--- src/design/bbd_pkg.sv ---
`timescale 1ns / 1ps

package bbd_pkg;

   localparam int PIXEL_W           = 8;
   localparam int CFG_W             = 13;
   localparam int CSR_INDEX_W       = 2;
   localparam int IN_ROW_W          = 13;
   localparam int OUT_ROW_W         = 12;
   localparam int HEIGHT_LIMIT      = 4096;
   localparam int IN_ROW_MAX        = 8191;
   localparam int DEFAULT_MAX_WIDTH = 4096;
   localparam int WIDTH_RESET       = 640;
   localparam int HEIGHT_RESET      = 480;
   localparam int SUM_W             = 10;
   localparam int CNT_W             = 3;
   localparam int RECIP3            = 683;
   localparam int RECIP3_SHIFT      = 11;

   typedef enum logic [CSR_INDEX_W-1:0] {
      CSR_FRAME_WIDTH  = 2'd0,
      CSR_FRAME_HEIGHT = 2'd1,
      CSR_GREEN_FIRST  = 2'd2
   } csr_index_type;

   typedef enum logic [1:0] {
      SITE_RED   = 2'd0,
      SITE_GREEN = 2'd1,
      SITE_BLUE  = 2'd2
   } colour_type;

   typedef struct packed {
      colour_type colour;
      logic       row_odd;
      logic       up;
      logic       dn;
      logic       lf;
      logic       rt;
   } site_type;

endpackage

--- src/design/bbd_interp.sv ---
`timescale 1ns / 1ps

module bbd_interp (
   input  logic                        clock,
   input  logic                        reset,
   input  logic                        shift_en,
   input  logic [bbd_pkg::PIXEL_W-1:0] top,
   input  logic [bbd_pkg::PIXEL_W-1:0] mid,
   input  logic [bbd_pkg::PIXEL_W-1:0] sample,
   input  logic                        sum_en,
   input  bbd_pkg::site_type           site,
   output logic [bbd_pkg::PIXEL_W-1:0] red,
   output logic [bbd_pkg::PIXEL_W-1:0] green,
   output logic [bbd_pkg::PIXEL_W-1:0] blue
);
   import bbd_pkg::*;

   typedef struct packed {
      logic [SUM_W-1:0] sum;
      logic [CNT_W-1:0] cnt;
   } chan_type;

   logic [PIXEL_W-1:0] win_ff [9];
   chan_type           red_ff, green_ff, blue_ff;
   chan_type           red_in, green_in, blue_in;
   chan_type           nbr, diag, horiz, vert, center;

   function automatic logic [SUM_W-1:0] tap(input logic [PIXEL_W-1:0] value, input logic use_it);
      tap = use_it ? SUM_W'(value) : '0;
   endfunction

   function automatic logic [PIXEL_W-1:0] mean(input chan_type ch);
      logic [2*SUM_W-1:0] prod;
      prod = (2*SUM_W)'(ch.sum) * (2*SUM_W)'(RECIP3);
      unique case (ch.cnt)
         CNT_W'(1): mean = ch.sum[PIXEL_W-1:0];
         CNT_W'(2): mean = ch.sum[PIXEL_W:1];
         CNT_W'(3): mean = prod[RECIP3_SHIFT +: PIXEL_W];
         CNT_W'(4): mean = ch.sum[PIXEL_W+1:2];
         default:   mean = '0;
      endcase
   endfunction

   // 3x3 window, row 0 on top, column 2 newest
   always_ff @(posedge clock) begin
      if (reset) begin
         for (int i = 0; i < 9; i++) begin
            win_ff[i] <= '0;
         end
      end else if (shift_en) begin
         for (int k = 0; k < 3; k++) begin
            win_ff[k*3]     <= win_ff[k*3 + 1];
            win_ff[k*3 + 1] <= win_ff[k*3 + 2];
         end
         win_ff[2] <= top;
         win_ff[5] <= mid;
         win_ff[8] <= sample;
      end
   end

   always_comb begin
      nbr.sum   = tap(win_ff[1], site.up) + tap(win_ff[7], site.dn)
                + tap(win_ff[3], site.lf) + tap(win_ff[5], site.rt);
      nbr.cnt   = CNT_W'(site.up) + CNT_W'(site.dn) + CNT_W'(site.lf) + CNT_W'(site.rt);
      diag.sum  = tap(win_ff[0], site.up & site.lf) + tap(win_ff[2], site.up & site.rt)
                + tap(win_ff[6], site.dn & site.lf) + tap(win_ff[8], site.dn & site.rt);
      diag.cnt  = CNT_W'(site.up & site.lf) + CNT_W'(site.up & site.rt)
                + CNT_W'(site.dn & site.lf) + CNT_W'(site.dn & site.rt);
      horiz.sum = tap(win_ff[3], site.lf) + tap(win_ff[5], site.rt);
      horiz.cnt = CNT_W'(site.lf) + CNT_W'(site.rt);
      vert.sum  = tap(win_ff[1], site.up) + tap(win_ff[7], site.dn);
      vert.cnt  = CNT_W'(site.up) + CNT_W'(site.dn);
      center.sum = SUM_W'(win_ff[4]);
      center.cnt = CNT_W'(1);

      unique case (site.colour)
         SITE_GREEN: begin
            green_in = center;
            if (site.row_odd) begin
               red_in  = vert;
               blue_in = horiz;
            end else begin
               red_in  = horiz;
               blue_in = vert;
            end
         end
         SITE_RED: begin
            red_in   = center;
            green_in = nbr;
            blue_in  = diag;
         end
         default: begin
            blue_in  = center;
            green_in = nbr;
            red_in   = diag;
         end
      endcase
   end

   always_ff @(posedge clock) begin
      if (sum_en) begin
         red_ff   <= red_in;
         green_ff <= green_in;
         blue_ff  <= blue_in;
      end
   end

   assign red   = mean(red_ff);
   assign green = mean(green_ff);
   assign blue  = mean(blue_ff);

endmodule

--- config.mk ---
export PLATFORM = sky130hd
export DESIGN_NAME = bbd_interp
export DESIGN_NICKNAME = d
export VERILOG_FILES = /design/src/design/bbd_pkg.sv /design/src/design/bbd_interp.sv
export SDC_FILE = /design/constraint.sdc
export NUM_CORES = 1
export LEC_CHECK = 0
export ABC_CLOCK_PERIOD_IN_PS = 9700
export BUFFER_PORTS_ARGS = -buffer_cell sky130_fd_sc_hd__buf_4
export CORE_MARGIN = 5
export CORE_UTILIZATION = 35
export DETAILED_ROUTE_END_ITERATION = 8
export PLACE_DENSITY_LB_ADDON = 0.12
export SETUP_SLACK_MARGIN = 0.15
export SYNTH_ARGS = -nofsm -noshare
export SYNTH_HDL_FRONTEND = slang
export SYNTH_SLANG_ARGS = --single-unit
--- constraint.sdc ---
create_clock -name clock -period 9.7 [get_ports clock]
set_input_delay 1.455 -clock clock [delete_from_list [all_inputs] [get_ports clock]]
set_output_delay 1.455 -clock clock [all_outputs]
set_load 0.01 [all_outputs]
==> metrics.md, run 1 <==
| Metric | Value |
|---|---|
| Status | `finished clean` |
| Proportion of synthesized flip-flops having asynchronous set or reset | `0` |
| # diodes | `0` |
| Clk buf depth | `2` |
| Final core utilization | `0.387` |
| Hold slack | `0.543 ns` |
| Most frequent cells in the layout | `ha_1 (212), inv_1 (183), edfxtp_1 (111), and2_1 (98), fa_1 (92)` |
| CTS Root Cell | `clkbuf_16` |
| Final min period | `6.54 ns` |
| Reg2Reg Setup Slack | `5.49 ns` |
| Pre-antenna DRT Iters | `5` |
| Vias in the first global route | `9002` |
| CTS Hold Bufs | `0` |
| Post-CTS setup buffers | `0` |
| Max-slew violations | `0` |
| Starting Density | `0.353` |
| Crit path DAT | `5.08 ns` |
| Area of the mapped netlist | `0.0125 mm²` |
| Wire per inst | `16.8 µm` |
| FF-to-FF Start | `win_ff[0][56]` |
| CTS sink cnt | `111` |
| CP Data Required Time | `8.25 ns` |
| Share of cells above drive strength 1 | `0.0643` |
| Measured slew at the worst slew-check pin | `1.05 ns` |
| H-tree depth | `3` |
| # DRC | `0` |
| Fin. Hold Viols | `0` |
| Die height | `199 µm` |
| Cell variety after synth | `54` |
| Via count | `8733` |
| Crit path capture type | `output pin` |
| Post-synth EDFFs | `111` |
| Unrepaired setup endpoints after global routing | `no` |
| Clock insertion delay at the later pin of the skew report | `0.37 ns` |
| Dominant cell type by area after synthesis | `edfxtp_1` |
| P&R area growth vs syn | `9.75%` |
| WL final | `29700 µm` |
| CP Max Fanout | `6` |
| Yosys warns | `0` |
| Final setup viols | `0` |
| Post-DRT Antenna Nets | `0` |
| Skew final | `0.0131 ns` |
| Hold_sp | `win_ff[0][63]` |
| Slew HR | `0.301` |
| CTS clk-pin slew, worst paths | `0.07 ns` |
| Net Count, Synth | `1608` |
| CTS buffer count | `9` |
| Mapped Cells | `1269` |
| Standard-cell rows | `69` |
| Synth top area cells | `edfxtp_1 (27%), ha_1 (21%), fa_1 (15%), inv_1 (5.5%), and2_1 (4.9%)` |
| I/O Buffers | `58` |
| Synth Register Bits | `111` |
| DP Wirelength | `24000 µm` |
| Fmax | `0.153 GHz` |
| Crit Path Class | `reg2out` |
| GR Util All Layers | `0.153` |
| Max capacitance violation total | `0` |
| Critical path startpoint category | `flop` |
| DIE WIDTH | `199 µm` |
| Layout net count | `1640` |
| DIE AREA | `0.0397 mm²` |
| Placer Congestion | `0.855` |
| Total power | `0.00312 W` |
| Pwr per Cell Area | `227 mW/mm²` |
| Sequential share of the synthesized area | `0.266` |
| Post-Syn Area per Cell | `9.87 µm²` |
| Core ar. | `0.0355 mm²` |
| Largest net degree at the start of global routing | `73` |
| First-pass GRT wire length | `48400 µm` |
| Area of the multi-input gates | `0.00837 mm²` |
| Final worst path period share | `0.674` |
| Vias/cell | `4.94` |
| Initial antenna violation count | `0` |
| Drt initial violations | `426` |
| Commonest non-fill, non-tap cell in the layout | `ha_1` |
| Maximum vdd drop | `0.000124 V` |
| Seq. cell area | `0.00333 mm²` |
| CP startpoint | `red_ff[6]` |
| LEAKAGE | `6.76 nW` |
| HP Class | `reg2reg` |
| CTS tree | `built` |
| I/O pins | `59` |
| Fill cells | `3481` |
| CTS resizes | `0` |
| Top-area cell type share of the netlist area | `0.266` |
| Remaining global-route overflow | `0` |
| TNS Setup | `0 ns` |
| Ys flop type | `edfxtp_1` |
==> worst max-delay path: stages (launching register included) <==
cell,delay (ns)
edfxtp_1,0.51
ha_1,0.36
inv_1,0.08
fa_1,0.48
fa_1,0.54
inv_1,0.06
fa_1,0.48
ha_1,0.31
ha_1,0.33
and3_1,0.22
and3_1,0.16
nand3_1,0.08
nand3_2,0.13
a221oi_2,0.10
or4b_2,0.64
nand3_1,0.10
buf_4,0.13
==> registers in the layout, summed over array words and instances (netlist names) <==
signal / count
green_ff: 13
red_ff: 13
win_ff: 72
blue_ff: 13
==> synth_stat cells (all sizes together), types with 5 or more instances <==
master and number:
o211ai 12, nor3 5, nor3b 6, and3 12
a211oi 10, and2 98, o21ai 58, a22oi 28
inv 184, nand3 10, nor2 57, edfxtp 111
xnor2 31, a21o 22, o21bai 6, xor2 23
fa 92, a221oi 5, nand4 5, clkbuf 35
nand2b 8, mux2i 15, a31oi 6, nand2 91
nor2b 15, o221ai 12, ha 212, o21a 7
a21oi 54
==> stage by stage <==
stage	setup WS [ns]	instance area, µm²	std cells
CTS	3.13	13700	1767
finish	3.16	13700	1767
global placement	3.48	13400	1751
global route	2.89	13700	1767
floorplan	3.86	12500	1269
detailed placement	3.53	13400	1751
==> worst paths after layout <==
kind	depth (start not counted)	to
max reg2reg	14	green_ff[11]
min reg2reg	1	win_ff[0][55]
min	1	win_ff[0][55]
max	16	red[5]
==> power breakdown <==
part / internal (W) / switching, W / leakage (nW) / total, W
Combinational: 0.000879 / 0.00121 / 5.41 / 0.00209
Sequential: 0.000574 / 0.0000431 / 1.18 / 0.000618
Clock: 0.000233 / 0.000187 / 0.164 / 0.000419
Total: 0.00169 / 0.00144 / 6.76 / 0.00312
==> metal layers <==
layer,global-route usage,vias to the layer above,wire length [µm]
met3,0.0135,17,832
met5,0,-,0
met2,0.253,131,13800
li1,-,4446,-
met4,0.0263,0,280
met1,0.222,4139,14800
==> layout make-up <==
cell class                 instances  area share
multi-input combinational        936       0.609
inverter                         184      0.0502
tap                              461      0.0420
clock inverter                     7     0.00792
sequential                       111       0.242
clock buffer                       9      0.0164
timing repair buffer              59      0.0322
==> kinds of logic after synthesis <==
kind of cell	after synthesis	synth area share
flops	111	0.266
mux	15	0.0120
simple gates	319	0.131
buf+inv	222	0.0665
compound gates	244	0.128
xor+xnor	54	0.0378
fa+ha+maj	304	0.359
No activity file was read; power rests on OpenSTA's default activity.
==> inputs of run 2 (changes only) <==
--- a/config.mk
+++ b/config.mk
@@ -5,7 +5,7 @@
 export SDC_FILE = /design/constraint.sdc
 export NUM_CORES = 1
 export LEC_CHECK = 0
-export ABC_CLOCK_PERIOD_IN_PS = 9700
+export ABC_CLOCK_PERIOD_IN_PS = 6700
 export BUFFER_PORTS_ARGS = -buffer_cell sky130_fd_sc_hd__buf_4
 export CORE_MARGIN = 5
 export CORE_UTILIZATION = 35
==> constraint.sdc (replaced) <==
create_clock -name clock -period 6.7 [get_ports clock]
set_input_delay 1.005 -clock clock [delete_from_list [all_inputs] [get_ports clock]]
set_output_delay 1.005 -clock clock [all_outputs]
set_load 0.01 [all_outputs]
==> run 2 against run 1 <==
Effect of this change:
- final cell count did not move
- clock power grew 36%
- clock skew is 0.0020 ns higher
- via count is 1.3% higher
- sequential cell count unchanged
- largest power group unchanged
==> metrics.md, run 2 (synthesis gave the netlist of run 1 again) <==
| Metric | Value |
|---|---|
| Layout net count | `1640` |
| Crit Path Class | `reg2out` |
| Max-slew violations | `0` |
| Crit path DAT | `5.09 ns` |
| Vias/cell | `5.01` |
| # DRC | `0` |
| Vias in the first global route | `9254` |
| Commonest non-fill, non-tap cell in the layout | `ha_1` |
| Sw frac | `0.465` |
| Crit path capture type | `output pin` |
| CTS resizes | `0` |
| Final min period | `6.10 ns` |
| Critical path startpoint category | `flop` |
| Standard-cell rows | `69` |
| CP Data Required Time | `5.69 ns` |
| Final setup viols | `0` |
| Skew final | `0.0152 ns` |
| Remaining global-route overflow | `0` |
| Starting Density | `0.353` |
| Via count | `8847` |
| HP Class | `reg2reg` |
| Post-route insts no fill | `1767` |
| GR Util All Layers | `0.153` |
| Fmax | `0.164 GHz` |
| Pwr per Cell Area | `327 mW/mm²` |
| Die height | `199 µm` |
| TNS Setup | `0 ns` |
| Critical-path top delay cell | `edfxtp_1` |
| Register share of total power | `0.200` |
| Wire per inst | `16.8 µm` |
| Core ar. | `0.0355 mm²` |
| # diodes | `0` |
| LEAKAGE | `6.74 nW` |
| DIE WIDTH | `199 µm` |
| Initial antenna violation count | `0` |
| CTS Hold Bufs | `0` |
| H-tree depth | `3` |
| Drt initial violations | `410` |
| Largest stage delay, worst path | `0.52 ns` |
| I/O Buffers | `58` |
| Slew HR | `0.309` |
| Status | `finished clean` |
| CTS tree | `built` |
| Max capacitance violation total | `0` |
| Share of cells above drive strength 1 | `0.0643` |
| Clock power frac | `0.127` |
| DIE AREA | `0.0397 mm²` |
| Pre-antenna DRT Iters | `5` |
| CP Max Fanout | `8` |
| Largest Register | `win_ff` |
| Final core utilization | `0.387` |
| CTS clk-pin slew, worst paths | `0.08 ns` |
| CTS sink cnt | `111` |
| First-pass GRT wire length | `48700 µm` |
| Measured slew at the worst slew-check pin | `1.04 ns` |
| Internal Power | `0.00240 W` |
| DP Area | `0.0134 mm²` |
| Sw Pwr | `0.00209 W` |
| Placer Congestion | `0.852` |
| I/O pins | `59` |
| Maximum vdd drop | `0.000162 V` |
| Clk buf depth | `2` |
| Most frequent cells in the layout | `ha_1 (212), inv_1 (183), edfxtp_1 (111), and2_1 (98), fa_1 (92)` |
| Post-CTS setup buffers | `0` |
| Unrepaired setup endpoints after global routing | `no` |
| Combinational share of power | `0.674` |
| Final worst path period share | `0.910` |
| Design Area, Final | `0.0137 mm²` |
| WL final | `29700 µm` |
| Crit-path cells | `ha_1 -> inv_1 -> fa_1 -> fa_1 -> inv_1 -> fa_1 -> ha_1 -> ha_1 -> and4_1 -> and4_1 -> nand2_1 -> o21ai_0 -> a21oi_1 -> xnor2_1 -> o21ai_0 -> buf_4` |
| Flip-flop count of the largest register after layout | `72` |
| CTS Root Cell | `clkbuf_16` |
| Post-DRT Antenna Nets | `0` |
| Clock insertion delay at the later pin of the skew report | `0.37 ns` |
| CTS buffer count | `9` |
| DP Wirelength | `24000 µm` |
| Largest net degree at the start of global routing | `73` |
| Inst Count DP | `1751` |
| Fin. Hold Viols | `0` |
| Fill cells | `3494` |
| P&R area growth vs syn | `9.55%` |
-- run 2: cell count changes in the layout (fill, tap and decap cells not counted), sizes merged --
cell	before	now
bufinv	2	1
clkinvlp	0	1
-- run 2: stage by stage --
step / hold slack (ns) / total power [W] / setup slack (ns)
2_1_floorplan: 0.515 / 0.00311 / 1.31
3_3_place_gp: 0.520 / 0.00394 / 0.880
3_5_place_dp: 0.526 / 0.00392 / 0.971
4_1_cts: 0.544 / 0.00452 / 0.574
5_1_grt: 0.563 / 0.00496 / 0.256
6_report: 0.544 / 0.00449 / 0.604
-- run 2: path summary, 6_finish.rpt --
path                 start           end  slack [ns]  depth (start not counted)
max             blue_ff[7]       blue[7]        0.60                         16
min reg2reg   win_ff[0][9]  win_ff[0][1]        0.54                          1
min           win_ff[0][9]  win_ff[0][1]        0.54                          1
max reg2reg  win_ff[0][56]  green_ff[11]        2.51                         14
-- run 2: metal layers --
layer  vias to the layer above  wire length (µm)  GRT usage
met5                         -                 0          0
met2                       130             13600      0.253
met1                      4239             14900      0.216
met3                        26               722     0.0158
met4                         0               528     0.0352
li1                       4452                 -          -
-- run 2: area by class of cell --
class	instances	area [µm²]	share of cell area
multi-input combinational	936	8370	0.610
sequential	111	3330	0.243
clock buffer	9	225	0.0164
inverter	184	691	0.0503
tap	461	577	0.0420
clock inverter	7	83.8	0.00611
timing repair buffer	59	443	0.0323
-- run 2: worst max-delay path: cells and delay by family (launching register included) --
kind	cells	cell delay, ns
fa+ha+maj	6	2.57
compound gates	3	0.66
simple gates	3	0.55
flops	1	0.52
buf+inv	3	0.29
xor+xnor	1	0.14
-- run 2: power groups by stage --
stage	Combinational, W	Clock, W	Sequential (W)
2_1_floorplan	0.00223	0	0.000882
3_3_place_gp	0.00303	0	0.000909
3_5_place_dp	0.00300	0	0.000912
4_1_cts	0.00304	0.000584	0.000896
5_1_grt	0.00344	0.000613	0.000905
6_report	0.00302	0.000569	0.000896
